===== config.mk =====
export PLATFORM = sky130hd
export DESIGN_NAME = cartridge_bank_mapper_irq
export DESIGN_NICKNAME = d
export VERILOG_FILES = /design/src/rtl/core/cbm_pkg.sv /design/src/rtl/core/cbm_core.sv /design/src/rtl/core/cartridge_bank_mapper_irq.sv
export SDC_FILE = /design/constraint.sdc
export NUM_CORES = 1
export LEC_CHECK = 0
export ABC_AREA = 0
export ABC_CLOCK_PERIOD_IN_PS = 7300
export BUFFER_PORTS_ARGS = -buffer_cell sky130_fd_sc_hd__buf_2
export CAP_MARGIN = 20
export CORE_ASPECT_RATIO = 0.5
export CORE_MARGIN = 2
export CORE_UTILIZATION = 60
export CTS_BUF_LIST = sky130_fd_sc_hd__clkbuf_4 sky130_fd_sc_hd__clkbuf_8
export CTS_CLUSTER_DIAMETER = 200
export DETAILED_ROUTE_END_ITERATION = 7
export HOLD_SLACK_MARGIN = 0.05
export PLACE_DENSITY = 0.81
export SKIP_CTS_REPAIR_TIMING = 1
export SYNTH_ARGS = -nofsm -noshare
export SYNTH_HDL_FRONTEND = slang
export SYNTH_HIERARCHICAL = 1
export SYNTH_SLANG_ARGS = --single-unit

===== constraint.sdc =====
create_clock -name clk -period 7.3 [get_ports clk]
set_input_delay 0.73 -clock clk [delete_from_list [all_inputs] [get_ports clk]]
set_output_delay 0.73 -clock clk [all_outputs]
set_load 0.005 [all_outputs]

===== src/rtl/core/cbm_pkg.sv =====
`default_nettype none

package cbm_pkg;

  localparam int unsigned CYCLES_PER_STEP = 114;

  localparam logic [15:0] ADDR_PRG_8000 = 16'h8010;
  localparam logic [15:0] ADDR_PRG_A000 = 16'hA010;
  localparam logic [15:0] ADDR_MIRROR   = 16'h9400;
  localparam logic [15:0] DEC_MASK      = 16'hF00C;
  localparam logic [15:0] DEC_RELOAD_LO = 16'hF000;
  localparam logic [15:0] DEC_RELOAD_HI = 16'hF004;
  localparam logic [15:0] DEC_IRQ_MODE  = 16'hF008;
  localparam logic [3:0]  TOP_CHR_FIRST = 4'hB;
  localparam logic [3:0]  TOP_CHR_LAST  = 4'hE;
  localparam logic [11:0] PAGE_VRAM0    = 12'h088;
  localparam logic [11:0] PAGE_VRAM1    = 12'h0C8;
  localparam logic [7:0]  COUNT_MAX     = 8'hFF;

  typedef enum logic {
    OP_WRITE = 1'b0,
    OP_TICK  = 1'b1
  } opcode_t;

  typedef enum logic [2:0] {
    KIND_NONE = 3'd0,
    KIND_PRG8 = 3'd1,
    KIND_PRGA = 3'd2,
    KIND_MIRR = 3'd3,
    KIND_CHR  = 3'd4,
    KIND_VRAM = 3'd5
  } kind_t;

  typedef struct packed {
    opcode_t     opcode;
    logic [15:0] address;
    logic [7:0]  data;
    logic [6:0]  cycles;
  } in_item_t;

  typedef struct packed {
    kind_t       update_kind;
    logic [2:0]  update_slot;
    logic [11:0] update_value;
    logic        irq_assert;
    logic        irq_release;
  } out_item_t;

endpackage

`default_nettype wire


===== src/rtl/core/cbm_core.sv =====
`default_nettype none

module cbm_core import cbm_pkg::*; #(
  parameter int unsigned STEP_CYCLES = CYCLES_PER_STEP
) (
  input  wire logic      clk,
  input  wire logic      rst_n,
  input  wire logic      en_i,
  input  wire in_item_t  item_i,
  output out_item_t      result_o
);

  logic [7:0] bank_r [8];
  logic [7:0] irq_reload_r, irq_reload_nxt;
  logic [7:0] irq_count_r, irq_count_nxt;
  logic [1:0] irq_mode_r, irq_mode_nxt;
  logic [7:0] irq_prescale_r, irq_prescale_nxt;
  logic       vram_select_r, vram_select_nxt;

  logic        bank_we;
  logic [2:0]  slot;
  logic [7:0]  bank_nxt;
  logic [15:0] dec;
  logic [3:0]  top;
  logic [3:0]  top_off;
  logic [11:0] page;
  logic [8:0]  acc;
  logic [8:0]  acc_sub;
  logic [8:0]  acc_fin;

  assign dec     = item_i.address & DEC_MASK;
  assign top     = dec[15:12];
  assign top_off = top - TOP_CHR_FIRST;
  assign slot    = {top_off[1:0], dec[3]};
  assign acc     = {1'b0, irq_prescale_r} + {2'b00, item_i.cycles};
  assign acc_sub = acc - 9'(STEP_CYCLES);

  always_comb begin
    result_o         = '0;
    result_o.update_kind = KIND_NONE;
    bank_we          = 1'b0;
    bank_nxt         = bank_r[slot];
    page             = '0;
    acc_fin          = acc;
    irq_reload_nxt   = irq_reload_r;
    irq_count_nxt    = irq_count_r;
    irq_mode_nxt     = irq_mode_r;
    irq_prescale_nxt = irq_prescale_r;
    vram_select_nxt  = vram_select_r;
    if (item_i.opcode == OP_TICK) begin
      if (irq_mode_r[1]) begin
        if (acc >= 9'(STEP_CYCLES)) begin
          acc_fin = acc_sub;
          if (irq_count_r == COUNT_MAX) begin
            irq_count_nxt       = irq_reload_r;
            irq_mode_nxt        = {irq_mode_r[0], irq_mode_r[0]};
            result_o.irq_assert = 1'b1;
          end else begin
            irq_count_nxt = irq_count_r + 8'd1;
          end
        end
        irq_prescale_nxt = acc_fin[8] ? 8'hFF : acc_fin[7:0];
      end
    end else if (item_i.address == ADDR_PRG_8000) begin
      result_o.update_kind  = KIND_PRG8;
      result_o.update_value = {4'h0, item_i.data};
    end else if (item_i.address == ADDR_PRG_A000) begin
      result_o.update_kind  = KIND_PRGA;
      result_o.update_value = {4'h0, item_i.data};
    end else if (item_i.address == ADDR_MIRROR) begin
      result_o.update_kind  = KIND_MIRR;
      result_o.update_value = {10'h000, item_i.data[1:0]};
    end else if (top inside {[TOP_CHR_FIRST:TOP_CHR_LAST]}) begin
      bank_we = 1'b1;
      if (dec[2]) begin
        bank_nxt = {item_i.data[3:0], bank_r[slot][3:0]};
        page     = {item_i.data[7:4], bank_nxt};
      end else begin
        bank_nxt = {bank_r[slot][7:4], item_i.data[3:0]};
        page     = {4'h0, bank_nxt};
      end
      // two magic pages steer the VRAM select instead of mapping a bank
      if (page == PAGE_VRAM0) begin
        vram_select_nxt       = 1'b0;
        result_o.update_kind  = KIND_VRAM;
        result_o.update_value = 12'd0;
      end else if (page == PAGE_VRAM1) begin
        vram_select_nxt       = 1'b1;
        result_o.update_kind  = KIND_VRAM;
        result_o.update_value = 12'd1;
      end else begin
        result_o.update_kind  = KIND_CHR;
        result_o.update_slot  = slot;
        result_o.update_value = page;
      end
    end else if (dec == DEC_RELOAD_LO) begin
      irq_reload_nxt = {irq_reload_r[7:4], item_i.data[3:0]};
    end else if (dec == DEC_RELOAD_HI) begin
      irq_reload_nxt = {item_i.data[3:0], irq_reload_r[3:0]};
    end else if (dec == DEC_IRQ_MODE) begin
      irq_mode_nxt         = item_i.data[1:0];
      result_o.irq_release = 1'b1;
      if (item_i.data[1]) begin
        irq_count_nxt    = irq_reload_r;
        irq_prescale_nxt = 8'h00;
      end
    end
  end

  always_ff @(posedge clk) begin
    if (!rst_n) begin
      for (int i = 0; i < 8; i++) begin
        bank_r[i] <= 8'(i);
      end
      irq_reload_r   <= '0;
      irq_count_r    <= '0;
      irq_mode_r     <= '0;
      irq_prescale_r <= '0;
      vram_select_r  <= 1'b0;
    end else if (en_i) begin
      if (bank_we) begin
        bank_r[slot] <= bank_nxt;
      end
      irq_reload_r   <= irq_reload_nxt;
      irq_count_r    <= irq_count_nxt;
      irq_mode_r     <= irq_mode_nxt;
      irq_prescale_r <= irq_prescale_nxt;
      vram_select_r  <= vram_select_nxt;
    end
  end

endmodule

`default_nettype wire


===== src/rtl/core/cartridge_bank_mapper_irq.sv =====
// Channel  Ports                              Payload
// input    in_valid / in_ready / in_data      in_item_t (opcode, address, data, cycles)
// output   out_valid / out_ready / out_data   out_item_t (kind, slot, value, irq pulses)
//
// Every transaction gives one result, registered in the input then the result register.
// One item per cycle unless stalled: input reg, one decode/counter pass, result reg.
// Mapper state changes as an item moves from the input to the result register.
// rst_n is synchronous: banks return to 0..7, IRQ state and VRAM select clear.
// A stalled result holds; in_ready drops only when both registers are full.
`default_nettype none

module cartridge_bank_mapper_irq import cbm_pkg::*; #(
  parameter int unsigned STEP_CYCLES = CYCLES_PER_STEP
) (
  input  wire logic      clk,
  input  wire logic      rst_n,
  input  wire logic      in_valid,
  output logic           in_ready,
  input  wire in_item_t  in_data,
  output logic           out_valid,
  input  wire logic      out_ready,
  output out_item_t      out_data
);

  logic      s1_valid_r, s1_valid_nxt;
  in_item_t  s1_item_r;
  logic      out_valid_r, out_valid_nxt;
  out_item_t out_item_r;
  out_item_t result;
  logic      advance;

  assign advance  = s1_valid_r && (!out_valid_r || out_ready);
  assign in_ready = !s1_valid_r || advance;

  assign s1_valid_nxt  = (in_valid && in_ready) || (s1_valid_r && !advance);
  assign out_valid_nxt = advance || (out_valid_r && !out_ready);

  cbm_core #(
    .STEP_CYCLES (STEP_CYCLES)
  ) u_core (
    .clk      (clk),
    .rst_n    (rst_n),
    .en_i     (advance),
    .item_i   (s1_item_r),
    .result_o (result)
  );

  always_ff @(posedge clk) begin
    if (!rst_n) begin
      s1_valid_r  <= 1'b0;
      out_valid_r <= 1'b0;
    end else begin
      s1_valid_r  <= s1_valid_nxt;
      out_valid_r <= out_valid_nxt;
    end
  end

  always_ff @(posedge clk) begin
    if (in_valid && in_ready) begin
      s1_item_r <= in_data;
    end
    if (advance) begin
      out_item_r <= result;
    end
  end

  assign out_valid = out_valid_r;
  assign out_data  = out_item_r;

  a_stall_only_when_full: assert property (@(posedge clk) disable iff (!rst_n)
    !in_ready |-> (s1_valid_r && out_valid_r && !out_ready))
    else $error("input stalled while a register was free");

  a_advance_fills_out: assert property (@(posedge clk) disable iff (!rst_n)
    advance |=> out_valid_r)
    else $error("advanced item did not reach the result register");

  a_irq_pulses_exclusive: assert property (@(posedge clk) disable iff (!rst_n)
    out_valid_r |-> !(out_item_r.irq_assert && out_item_r.irq_release))
    else $error("IRQ assert and release in one result");

  a_slot_only_for_chr: assert property (@(posedge clk) disable iff (!rst_n)
    (out_valid_r && out_item_r.update_kind != KIND_CHR) |-> out_item_r.update_slot == 3'd0)
    else $error("slot set on a non pattern bank update");

endmodule

`default_nettype wire

; ---- Word level (Yosys, flattened, before mapping)
; Memory sizes are Yosys's and may differ from the RTL's.
; Index checks and enable logic that the tools add are counted.
[classes]
n_addsub = 4
magnitude_cmp = 3
n_eq_ne = 17
n_mux = 78
n_bitwise = 7
n_reduce_logical = 27
[op_table]
columns = cell, count
row1 = 8-bit 2-to-1 mux, 33
row2 = 12-bit 2-to-1 mux, 8
row3 = "16-bit equality test, second input constant", 3
row4 = 9-bit 2-to-1 mux, 3
row5 = 2-bit 2-to-1 mux, 13
row6 = "12-bit by 8-bit equality test with 1-bit output, second input constant", 2
row7 = "6-bit equality test, second input constant", 3
row8 = 1-bit 2-to-1 mux, 16
row9 = 16-bit 2-to-1 mux, 1
row10 = 8-bit AND reduction, 2
row11 = 7-bit OR reduction, 2
row12 = "2-bit != test, second input constant", 6
row13 = 11-bit AND reduction, 1
row14 = 10-bit AND reduction, 1
row15 = 8-bit by 7-bit adder with 9-bit output, 1
row16 = "9-bit by 7-bit >= comparator with 1-bit output, second input constant", 1
row17 = 3-bit 2-to-1 mux, 3
row18 = 9-bit AND reduction, 1
row19 = "9-bit by 7-bit subtractor with 9-bit output, second input constant", 1
row20 = "8-bit by 1-bit adder with 8-bit output, second input constant", 1
row21 = "8-bit equality test, second input constant", 1
row22 = 8-bit OR reduction, 1
row23 = 1-bit NOT, 7
row24 = 7-bit AND reduction, 1
row25 = other kinds (12), 24
[word_totals]
ff_bits = 80
mem_bits_rw = 64
input_bits = 36
output_inout_bits = 22
word_cells = 157
mem_count = 1
[mem_list]
columns = memory, words, width, read_ports, rd_ports_with_merged_regs, write_ports, line_no
row1 = u_core.bank_r, 8, 8, 1, 0, 8, cbm_core.sv:13  ; logic [7:0] bank_r [8];

; ---- Longest topological paths before layout
; Gate-level depths: netlist (run 1).
; An unclocked memory read counts as a cell.
[depth]
depth_word = 15
ltp_mapped = 15
ltp_nobuf = 11

; ---- Cells and area by module
; Netlist (run 1), hierarchy kept.
[modules_own_cells]
columns = mod, n_inst, cells_per_inst, area_each_um2, seq_area_each_um2
row1 = cbm_core, 1, 495, 5054.8, 2442.3
row2 = cartridge_bank_mapper_irq, 1, 61, 1665.3, 1601.5

; ---- Worst setup path before layout (run 1)
; No wires, ideal clock.
[synth_timing]
kind = register -> register
from = register s1_item_r[27] (netlist name)
to = memory u_core.bank_r[5][0] (enable)
setup_time_ps = 329
t_arrival_ps = 3184
required_ps = 6971
path_slack_ps = 3788
stages_incl_launch_ff = 15
n_path_buf = 5
synth_period_minus_slack_ps = 3512
path_cell_list = edfxtp_1 -> clkbuf_1 -> clkbuf_1 -> inv_1 -> ha_1 -> clkbuf_1 -> nor2_1 -> o21bai_1 -> and2_1 -> or3_1 -> clkbuf_1 -> nor3_1 -> buf_2 -> nand2_1 -> nand2_1
[synth_lines]
columns = element, line_no
row1 = "start, declared", cartridge_bank_mapper_irq.sv:26  ; in_item_t s1_item_r;
row2 = "start signal, assigned", cartridge_bank_mapper_irq.sv:60  ; s1_item_r <= in_data;
row3 = "end, declared", cbm_core.sv:13

==> results_dict.tcl, run 1 <==
set metrics [dict create \
    die_y_um 78.8 \
    cp-end-kind "flip-flop" \
    async_flop_share 0 \
    cpMostUsedCell "nand2_1" \
    grt_usage 0.254 \
    numCtsBuffers 17 \
    pwr-share-clk 0.382 \
    cts_tree "built" \
    vdd.ir_drop.worst_uv 135 \
    skew_ns 0.0106 \
    min_path_type "reg -> reg" \
    r2r-end "u_core/bank_r[2][1]" \
    timing.final.crit_share 0.569 \
    seq_area_um2 4040 \
    crit_arrival_ns 4.26 \
    switchingPower_uw 435 \
    synth.distinct_cells 69 \
    post-route-util 0.691 \
    criticalPathCategory "reg -> reg" \
    diodes 0 \
    drt_pass1_iterations 5 \
    cts-root-buf "clkbuf_8" \
    p_leak_nw 2.90 \
    power.density_nw_per_um2 231 \
    r2r_slack_ns 3.15 \
    numPortBuffers 57 \
    finalPower_mw 1.75 \
    fp.dieW_um 154 \
    ys.warnings.count 6 \
    grt_pass1_wl_um 23500 \
    wl_per_cell_um 19.6 \
    finalHoldViolations 0 \
    critPathLaunchType "flip-flop" \
    cts_buffer_depth 2 \
    post-place-cells 740 \
    final_common_cell "edfxtp_1" \
    stdcell_count 773 \
    period_minus_slack_ns 4.15 \
    worstMarginPinSlew_ns 0.960 \
    final.setup.worst_slack_ns 3.15 \
    place_congestion 0.886 \
    wl_met2_um 7250 \
    grt_pass1_vias 4523 \
    synth_seq_cells 144 \
    synth_edf_count 116 \
    drc 0 \
    crit_path_cell_trace "inv_1 > ha_1 > nor2_1 > o21bai_1 > and2_1 > or3_1 > nor3_2 > nand2_1 > nand2_1" \
    startpoint "s1_item_r[27]" \
    io-pin-count 58 \
    whs_endpoint "u_core/irq_prescale_r[6]" \
    grt_antenna_before_repair 0 \
    hp-start "u_core/irq_prescale_r[6]" \
    multi_input_area_um2 2520 \
    finalMaxSlewViolations 0 \
    drt-initial-drc-count 519 \
    crit_fanout 20 \
    syn_inst 556 \
    syn_avg_cell_area_um2 12.1 \
    hold_slack_ns 0.443 \
    fin_nets 665 \
    nFillCells 753 \
    path_buf_inv 1 \
    switching_share 0.249 \
    routed.top_layer "met4" \
    comb_power_share 0.083 \
    drive_gt1_frac 0.204 \
    cp_top_family "simple AND/OR/NAND/NOR gates" \
    hpwl_um 10400 \
    synth_nets 606 \
    worstReg2RegStart "s1_item_r[27]" \
    crit_required_ns 7.41 \
    routed_wl_um 15100 \
    core_um2 10900 \
    holdPathStages 2 \
    setup_violations 0 \
    yosys_most_used_dff "edfxtp_1" \
    p_int_mw 1.31 \
    ys_seq_area_frac 0.602 \
    overflow 0 \
    wl_met3_um 1350 \
    initial_core_util 0.614 \
    post-place-ws_ns 3.29 \
    maxCapViolations 0 \
    relSlewSlack 0.360 \
    critical_path.slowest_cell "edfxtp_1" \
    grt_max_degree 33 \
    final.setup.tns_ns 0 \
    status "completed" \
    viasPerCell 6.26 \
    synthToLayoutAreaGrowth_pct 12.6 \
    clkTransAtPathRegs_ns 0.08 \
    rr_worst_depth 9 \
    die-area_um2 12100 \
    p_seq_frac 0.535 \
    fmax_mhz 241 \
    clkSinkCount 144 \
    syn-cell-area_um2 6720 \
    rsz0062_at_grt "no" \
    ant_nets 0 \
    mostFrequentLayoutCells "edfxtp_1, nor2_1, buf_2" \
    slowest_delay_ns 0.88 \
    clk_latency_ns 0.43 \
    final_area_um2 7560 \
    dpl_cell_area_um2 7120 \
    cts_htree_levels 4 \
    wl_met1_um 6370 \
    num_rows 27 \
    vias 4840 \
]
## worst register-to-register path, stage by stage, from the launching register on
cell	delay (ns)
edfxtp_1	0.88
inv_1	0.18
ha_1	0.39
nor2_1	0.25
o21bai_1	0.12
and2_1	0.19
or3_1	0.53
nor3_2	0.60
nand2_1	0.34
nand2_1	0.36
## cells in the mapped netlist, drive strengths merged, types with 8 or more instances
cell    count  share of area
ha         13          0.024
nor2       94          0.053
mux4       16          0.054
mux2i      18          0.029
inv        18          0.010
o21ai      20          0.015
nand2      51          0.028
a21oi      25          0.019
buf        12          0.010
nor3        8         0.0067
nand3      25          0.019
dfxtp      28          0.083
and3       12          0.011
clkbuf      9         0.0050
edfxtp    116           0.52
## power by group through the flow
stage / Clock [mW] / Combinational [mW] / Sequential (mW)
5_1_grt: 0.706 / 0.155 / 0.937
2_1_floorplan: 0 / 0.0962 / 0.942
3_5_place_dp: 0 / 0.140 / 0.952
6_report: 0.668 / 0.146 / 0.934
3_3_place_gp: 0 / 0.136 / 0.951
4_1_cts: 0.675 / 0.141 / 0.934
## final cells by class
cell class,instances,share of cell area
tap,145,0.0240
multi-input combinational,373,0.333
inverter,18,0.00893
sequential,144,0.535
timing repair buffer,61,0.0433
clock inverter,14,0.0240
clock buffer,18,0.0319
## kinds of logic (layout without fill, tap and decap cells)
| family | after synthesis | after routing | synth area share |
|---|---|---|---|
| buf+inv | 39 | 111 | 0.0251 |
| flops | 144 | 144 | 0.602 |
| fa+ha+maj | 15 | 15 | 0.0287 |
| simple gates | 221 | 221 | 0.152 |
| xor+xnor | 6 | 6 | 0.00894 |
| mux | 40 | 40 | 0.0935 |
| compound gates | 91 | 91 | 0.0905 |
## state kept, by name, summed over array words and instances (netlist names)
name,flops
u_core/bank_r,64
s1_item_r,32
out_data,20
u_core/irq_count_r,8
u_core/irq_prescale_r,8
u_core/irq_reload_r,8
u_core/irq_mode_r,2
out_valid,1
s1_valid_r,1
## routing by layer
metal  GRT usage  vias up
met5           0        -
met4      0.0725        0
met3      0.0573       17
met2       0.416      257
met1       0.348     2369
li1            -     2197
## worst max path at each step
stage                     cells after the start                   to  slack [ns]
final                                         9  u_core/bank_r[2][1]        3.15
after global placement                        9  u_core/bank_r[2][1]        3.50
after global routing                          9  u_core/bank_r[4][0]        2.89
after floorplan                              14  u_core/bank_r[5][0]        3.79
after detailed placement                      9  u_core/bank_r[2][6]        3.29
after CTS                                     9  u_core/bank_r[2][1]        3.26
No activity file was read; power rests on OpenSTA's default activity.
==> inputs of run 2 (changes only) <==
- ABC_CLOCK_PERIOD_IN_PS: 7300 -> 4000
- clock period: 7.3 -> 4 ns (I/O delays scaled with it)
==> run 2 against run 1 <==
- design area grew 0.26%
- via count shrank 1.9%
- fmax grew 18%
- critical endpoint is now u_core/bank_r[6][4]
- largest cell class unchanged
==> results_dict.tcl, run 2 (synthesized netlist as in run 1, its figures left out) <==
set metrics [dict create \
    num_rows 27 \
    post-route-util 0.693 \
    power.density_nw_per_um2 419 \
    viasPerCell 6.10 \
    grt_pass1_wl_um 23700 \
    pwr-share-clk 0.380 \
    path_buf_inv 2 \
    p_seq_frac 0.533 \
    diodes 0 \
    cts_htree_levels 4 \
    grt_usage 0.259 \
    ant_nets 0 \
    rsz0062_at_grt "no" \
    grt_max_degree 33 \
    place_congestion 0.926 \
    wl_per_cell_um 19.3 \
    critPathLaunchType "flip-flop" \
    criticalPathCategory "reg -> reg" \
    die-area_um2 12100 \
    grt_pass1_vias 4595 \
    overflow 0 \
    vias 4749 \
    fin_nets 670 \
    worstMarginPinSlew_ns 1.08 \
    hpwl_um 10700 \
    synthToLayoutAreaGrowth_pct 12.9 \
    comb_power_share 0.087 \
    cpMostUsedCell "inv_1" \
    crit_required_ns 4.17 \
    drt_pass1_iterations 5 \
    initial_core_util 0.614 \
    cp_top_family "simple AND/OR/NAND/NOR gates" \
    final_area_um2 7580 \
    period_minus_slack_ns 3.52 \
    dpl_cell_area_um2 7170 \
    die_y_um 78.8 \
    numCtsBuffers 17 \
    p_leak_nw 2.92 \
    cp-end-kind "flip-flop" \
    fp.dieW_um 154 \
    switchingPower_uw 791 \
    cts-root-buf "clkbuf_8" \
    io-pin-count 58 \
    drt-initial-drc-count 452 \
    routed_wl_um 15100 \
    grt_antenna_before_repair 0 \
    p_int_mw 2.39 \
    finalMaxSlewViolations 0 \
    finalHoldViolations 0 \
    cts_buffer_depth 2 \
    drive_gt1_frac 0.207 \
    mostFrequentLayoutCells "edfxtp_1, nor2_1, buf_2" \
    clkSinkCount 144 \
    final.setup.tns_ns 0 \
    clkTransAtPathRegs_ns 0.08 \
    fmax_mhz 284 \
    relSlewSlack 0.279 \
    cts_tree "built" \
    timing.final.crit_share 0.881 \
    finalPower_mw 3.18 \
    drc 0 \
    maxCapViolations 0 \
    setup_violations 0 \
    crit_fanout 14 \
    crit_arrival_ns 3.70 \
    core_um2 10900 \
    status "completed" \
    clk_latency_ns 0.45 \
    switching_share 0.249 \
    largest_reg_flops 64 \
    top_register "u_core/bank_r" \
    final_common_cell "edfxtp_1" \
    nFillCells 752 \
    numPortBuffers 57 \
    vdd.ir_drop.worst_uv 179 \
    skew_ns 0.0128 \
    min_path_type "in -> reg" \
    critical_path.slowest_cell "o21ai_1" \
    slowest_delay_ns 0.75 \
    crit_path_cell_trace "inv_1 > ha_1 > nor3b_1 > o21bai_1 > and2_1 > or3_1 > inv_1 > o21ai_1 > nor2_1" \
]
run 2: changes by cell type in the layout (fill, tap and decap cells not counted), sizes merged:
| cell | delta |
|---|---|
| buf | +5 |
| clkbuf | -1 |
| clkinv | +1 |
run 2: final timing paths:
kind,from,endpoint,slack (ns),cells after the start
worst min-delay path,in_data[18],s1_item_r[18],0.12,1
worst min register to register,u_core/irq_prescale_r[6],u_core/irq_prescale_r[6],0.45,2
worst max register to register,s1_item_r[28],u_core/bank_r[6][4],0.48,9
worst max-delay path,s1_item_r[28],u_core/bank_r[6][4],0.48,9
run 2: per-layer routing:
layer | share of wire | GRT usage | up-vias
li1 | - | - | 2198
met1 | 0.40 | 0.326 | 2279
met2 | 0.50 | 0.445 | 247
met3 | 0.090 | 0.0748 | 25
met4 | 0.014 | 0.0743 | 0
met5 | 0 | 0 | -
run 2: area by class of cell:
class	count	area [µm²]	share of cell area
tap	145	181	0.0239
sequential	144	4040	0.533
clock inverter	15	184	0.0242
multi-input combinational	373	2520	0.332
clock buffer	17	234	0.0308
timing repair buffer	66	353	0.0465
inverter	18	67.6	0.00891
run 2: power by group through the flow:
stage / Sequential [mW] / Clock, mW / Combinational [mW]
floorplan: 1.72 / 0 / 0.176
global placement: 1.73 / 0 / 0.264
detailed placement: 1.73 / 0 / 0.270
CTS: 1.69 / 1.23 / 0.272
global route: 1.70 / 1.29 / 0.297
finish: 1.69 / 1.21 / 0.277
run 2: per-stage QoR:
| stage | hold WS [ns] | std cells | worst slack [ns] |
|---|---|---|---|
| after detailed placement | 0.438 | 746 | 0.609 |
| after floorplan | 0.420 | 556 | 0.488 |
| after global placement | 0.434 | 746 | 0.834 |
| after CTS | 0.0936 | 778 | 0.544 |
| final | 0.118 | 778 | 0.478 |
| after global routing | 0.0875 | 778 | 0.206 |
==> inputs of run 3 (changes only) <==
- CELL_PAD_IN_SITES_DETAIL_PLACEMENT: not set -> 0
- CELL_PAD_IN_SITES_GLOBAL_PLACEMENT: not set -> 2
- CORE_MARGIN: 2 -> 10
- CORE_UTILIZATION: 60 -> 42
- PLACE_DENSITY: 0.81 -> 0.82
==> run 3 against run 2 <==
- global-route usage is 11 points lower
- clock skew is 0.0050 ns higher
- sequential cell count stayed put
- cell count is 7.8% higher
- clock power is 5% lower
- setup slack better by 0.018 ns
- critical endpoint is now u_core/bank_r[1][5]
- worst hold slack worse by 0.017 ns
- fmax is 0.53% higher
- first-iteration DRC count is 36% lower
==> results_dict.tcl, run 3 (synthesized netlist as in run 1, its figures left out) <==
set metrics [dict create \
    timing.final.crit_share 0.876 \
    viasPerCell 5.42 \
    hpwl_um 11700 \
    status "completed" \
    initial_core_util 0.433 \
    critPathLaunchType "flip-flop" \
    overflow 0 \
    cts-root-buf "clkbuf_8" \
    numPortBuffers 57 \
    fp.dieW_um 199 \
    drive_gt1_frac 0.213 \
    synthToLayoutAreaGrowth_pct 14.0 \
    slowest_delay_ns 0.80 \
    post-route-util 0.493 \
    grt_antenna_before_repair 0 \
    criticalPathCategory "reg -> reg" \
    worstMarginPinSlew_ns 0.922 \
    fin_nets 672 \
    mostFrequentLayoutCells "edfxtp_1, nor2_1, buf_2" \
    cts_htree_levels 4 \
    p_leak_nw 2.92 \
    dpl_cell_area_um2 7250 \
    path_buf_inv 2 \
    vias 4550 \
    crit_fanout 14 \
    drc 0 \
    critical_path.slowest_cell "o21ai_1" \
    die-area_um2 21800 \
    setup_violations 0 \
    period_minus_slack_ns 3.50 \
    power.density_nw_per_um2 408 \
    top_register "u_core/bank_r" \
    grt_pass1_vias 4567 \
    ant_nets 0 \
    clkSinkCount 144 \
    crit_arrival_ns 3.68 \
    nFillCells 1427 \
    finalMaxSlewViolations 0 \
    crit_required_ns 4.18 \
    numCtsBuffers 17 \
    grt_pass1_wl_um 25200 \
    finalHoldViolations 0 \
    cts_buffer_depth 2 \
    grt_max_degree 33 \
    die_y_um 109 \
    clkTransAtPathRegs_ns 0.10 \
    place_congestion 0.825 \
    routed_wl_um 16100 \
    vdd.ir_drop.worst_uv 266 \
    drt-initial-drc-count 288 \
    cp_top_family "simple AND/OR/NAND/NOR gates" \
    crit_path_cell_trace "inv_1 > ha_1 > nor3b_1 > o21bai_1 > and2_1 > or3_1 > inv_1 > o21ai_1 > nor2_1" \
    cp-end-kind "flip-flop" \
    diodes 0 \
    core_um2 15500 \
    num_rows 32 \
    skew_ns 0.0177 \
    min_path_type "in -> reg" \
    largest_reg_flops 64 \
    io-pin-count 58 \
    wl_per_cell_um 19.2 \
    rsz0062_at_grt "no" \
    final.setup.tns_ns 0 \
    maxCapViolations 0 \
    clk_latency_ns 0.47 \
    final_area_um2 7660 \
    grt_usage 0.151 \
    final_common_cell "edfxtp_1" \
    relSlewSlack 0.381 \
    drt_pass1_iterations 4 \
    cts_tree "built" \
    fmax_mhz 285 \
    cpMostUsedCell "inv_1" \
]
==> run 3: changes by cell type in the layout (fill, tap and decap cells not counted) <==
cell and change:
buf_12 +1, buf_4 +1, bufinv_16 -2, clkbuf_4 +1, clkinv_1 -2, clkinv_2 +1
clkinv_4 -2, clkinv_8 +1, inv_6 +2, inv_8 +1
==> run 3: cell type report <==
cell class	instances	area, µm²	share of cell area
Clock inverter	14	149	0.0194
Multi-Input combinational cell	373	2520	0.329
Inverter	18	67.6	0.00882
Tap cell	204	255	0.0333
Clock buffer	18	241	0.0315
Timing Repair Buffer	68	380	0.0497
Sequential cell	144	4040	0.528
==> run 3: stage by stage <==
stage          hold WS, ns  setup slack, ns  power (mW)  cells
6_report             0.101            0.496        3.13    839
5_1_grt             0.0662            0.281        3.25    839
4_1_cts             0.0797            0.548        3.16    838
3_5_place_dp         0.437            0.595        2.01    806
3_3_place_gp         0.432            0.650        2.01    806
2_1_floorplan        0.420            0.488        1.89    556
==> run 3: routing by layer <==
| metal | vias up | wire length, µm | track usage |
|---|---|---|---|
| met4 | 0 | 200 | 0.0449 |
| met3 | 15 | 637 | 0.0363 |
| met5 | - | 0 | 0 |
| met2 | 97 | 7870 | 0.255 |
| met1 | 2231 | 7430 | 0.192 |
| li1 | 2207 | - | - |
==> run 3: final timing paths <==
kind         depth (start not counted)                     start  slack, ns                        to
min                                  1               in_data[21]       0.10             s1_item_r[21]
max                                  9             s1_item_r[28]       0.50       u_core/bank_r[1][5]
min reg2reg                          2  u_core/irq_prescale_r[6]       0.45  u_core/irq_prescale_r[6]
max reg2reg                          9             s1_item_r[28]       0.50       u_core/bank_r[1][5]
==> run 3: power by group <==
part	switching (mW)	total, mW	internal (mW)
Sequential	0.0254	1.69	1.67
Combinational	0.183	0.282	0.0995
Clock	0.633	1.15	0.520
Total	0.841	3.13	2.29
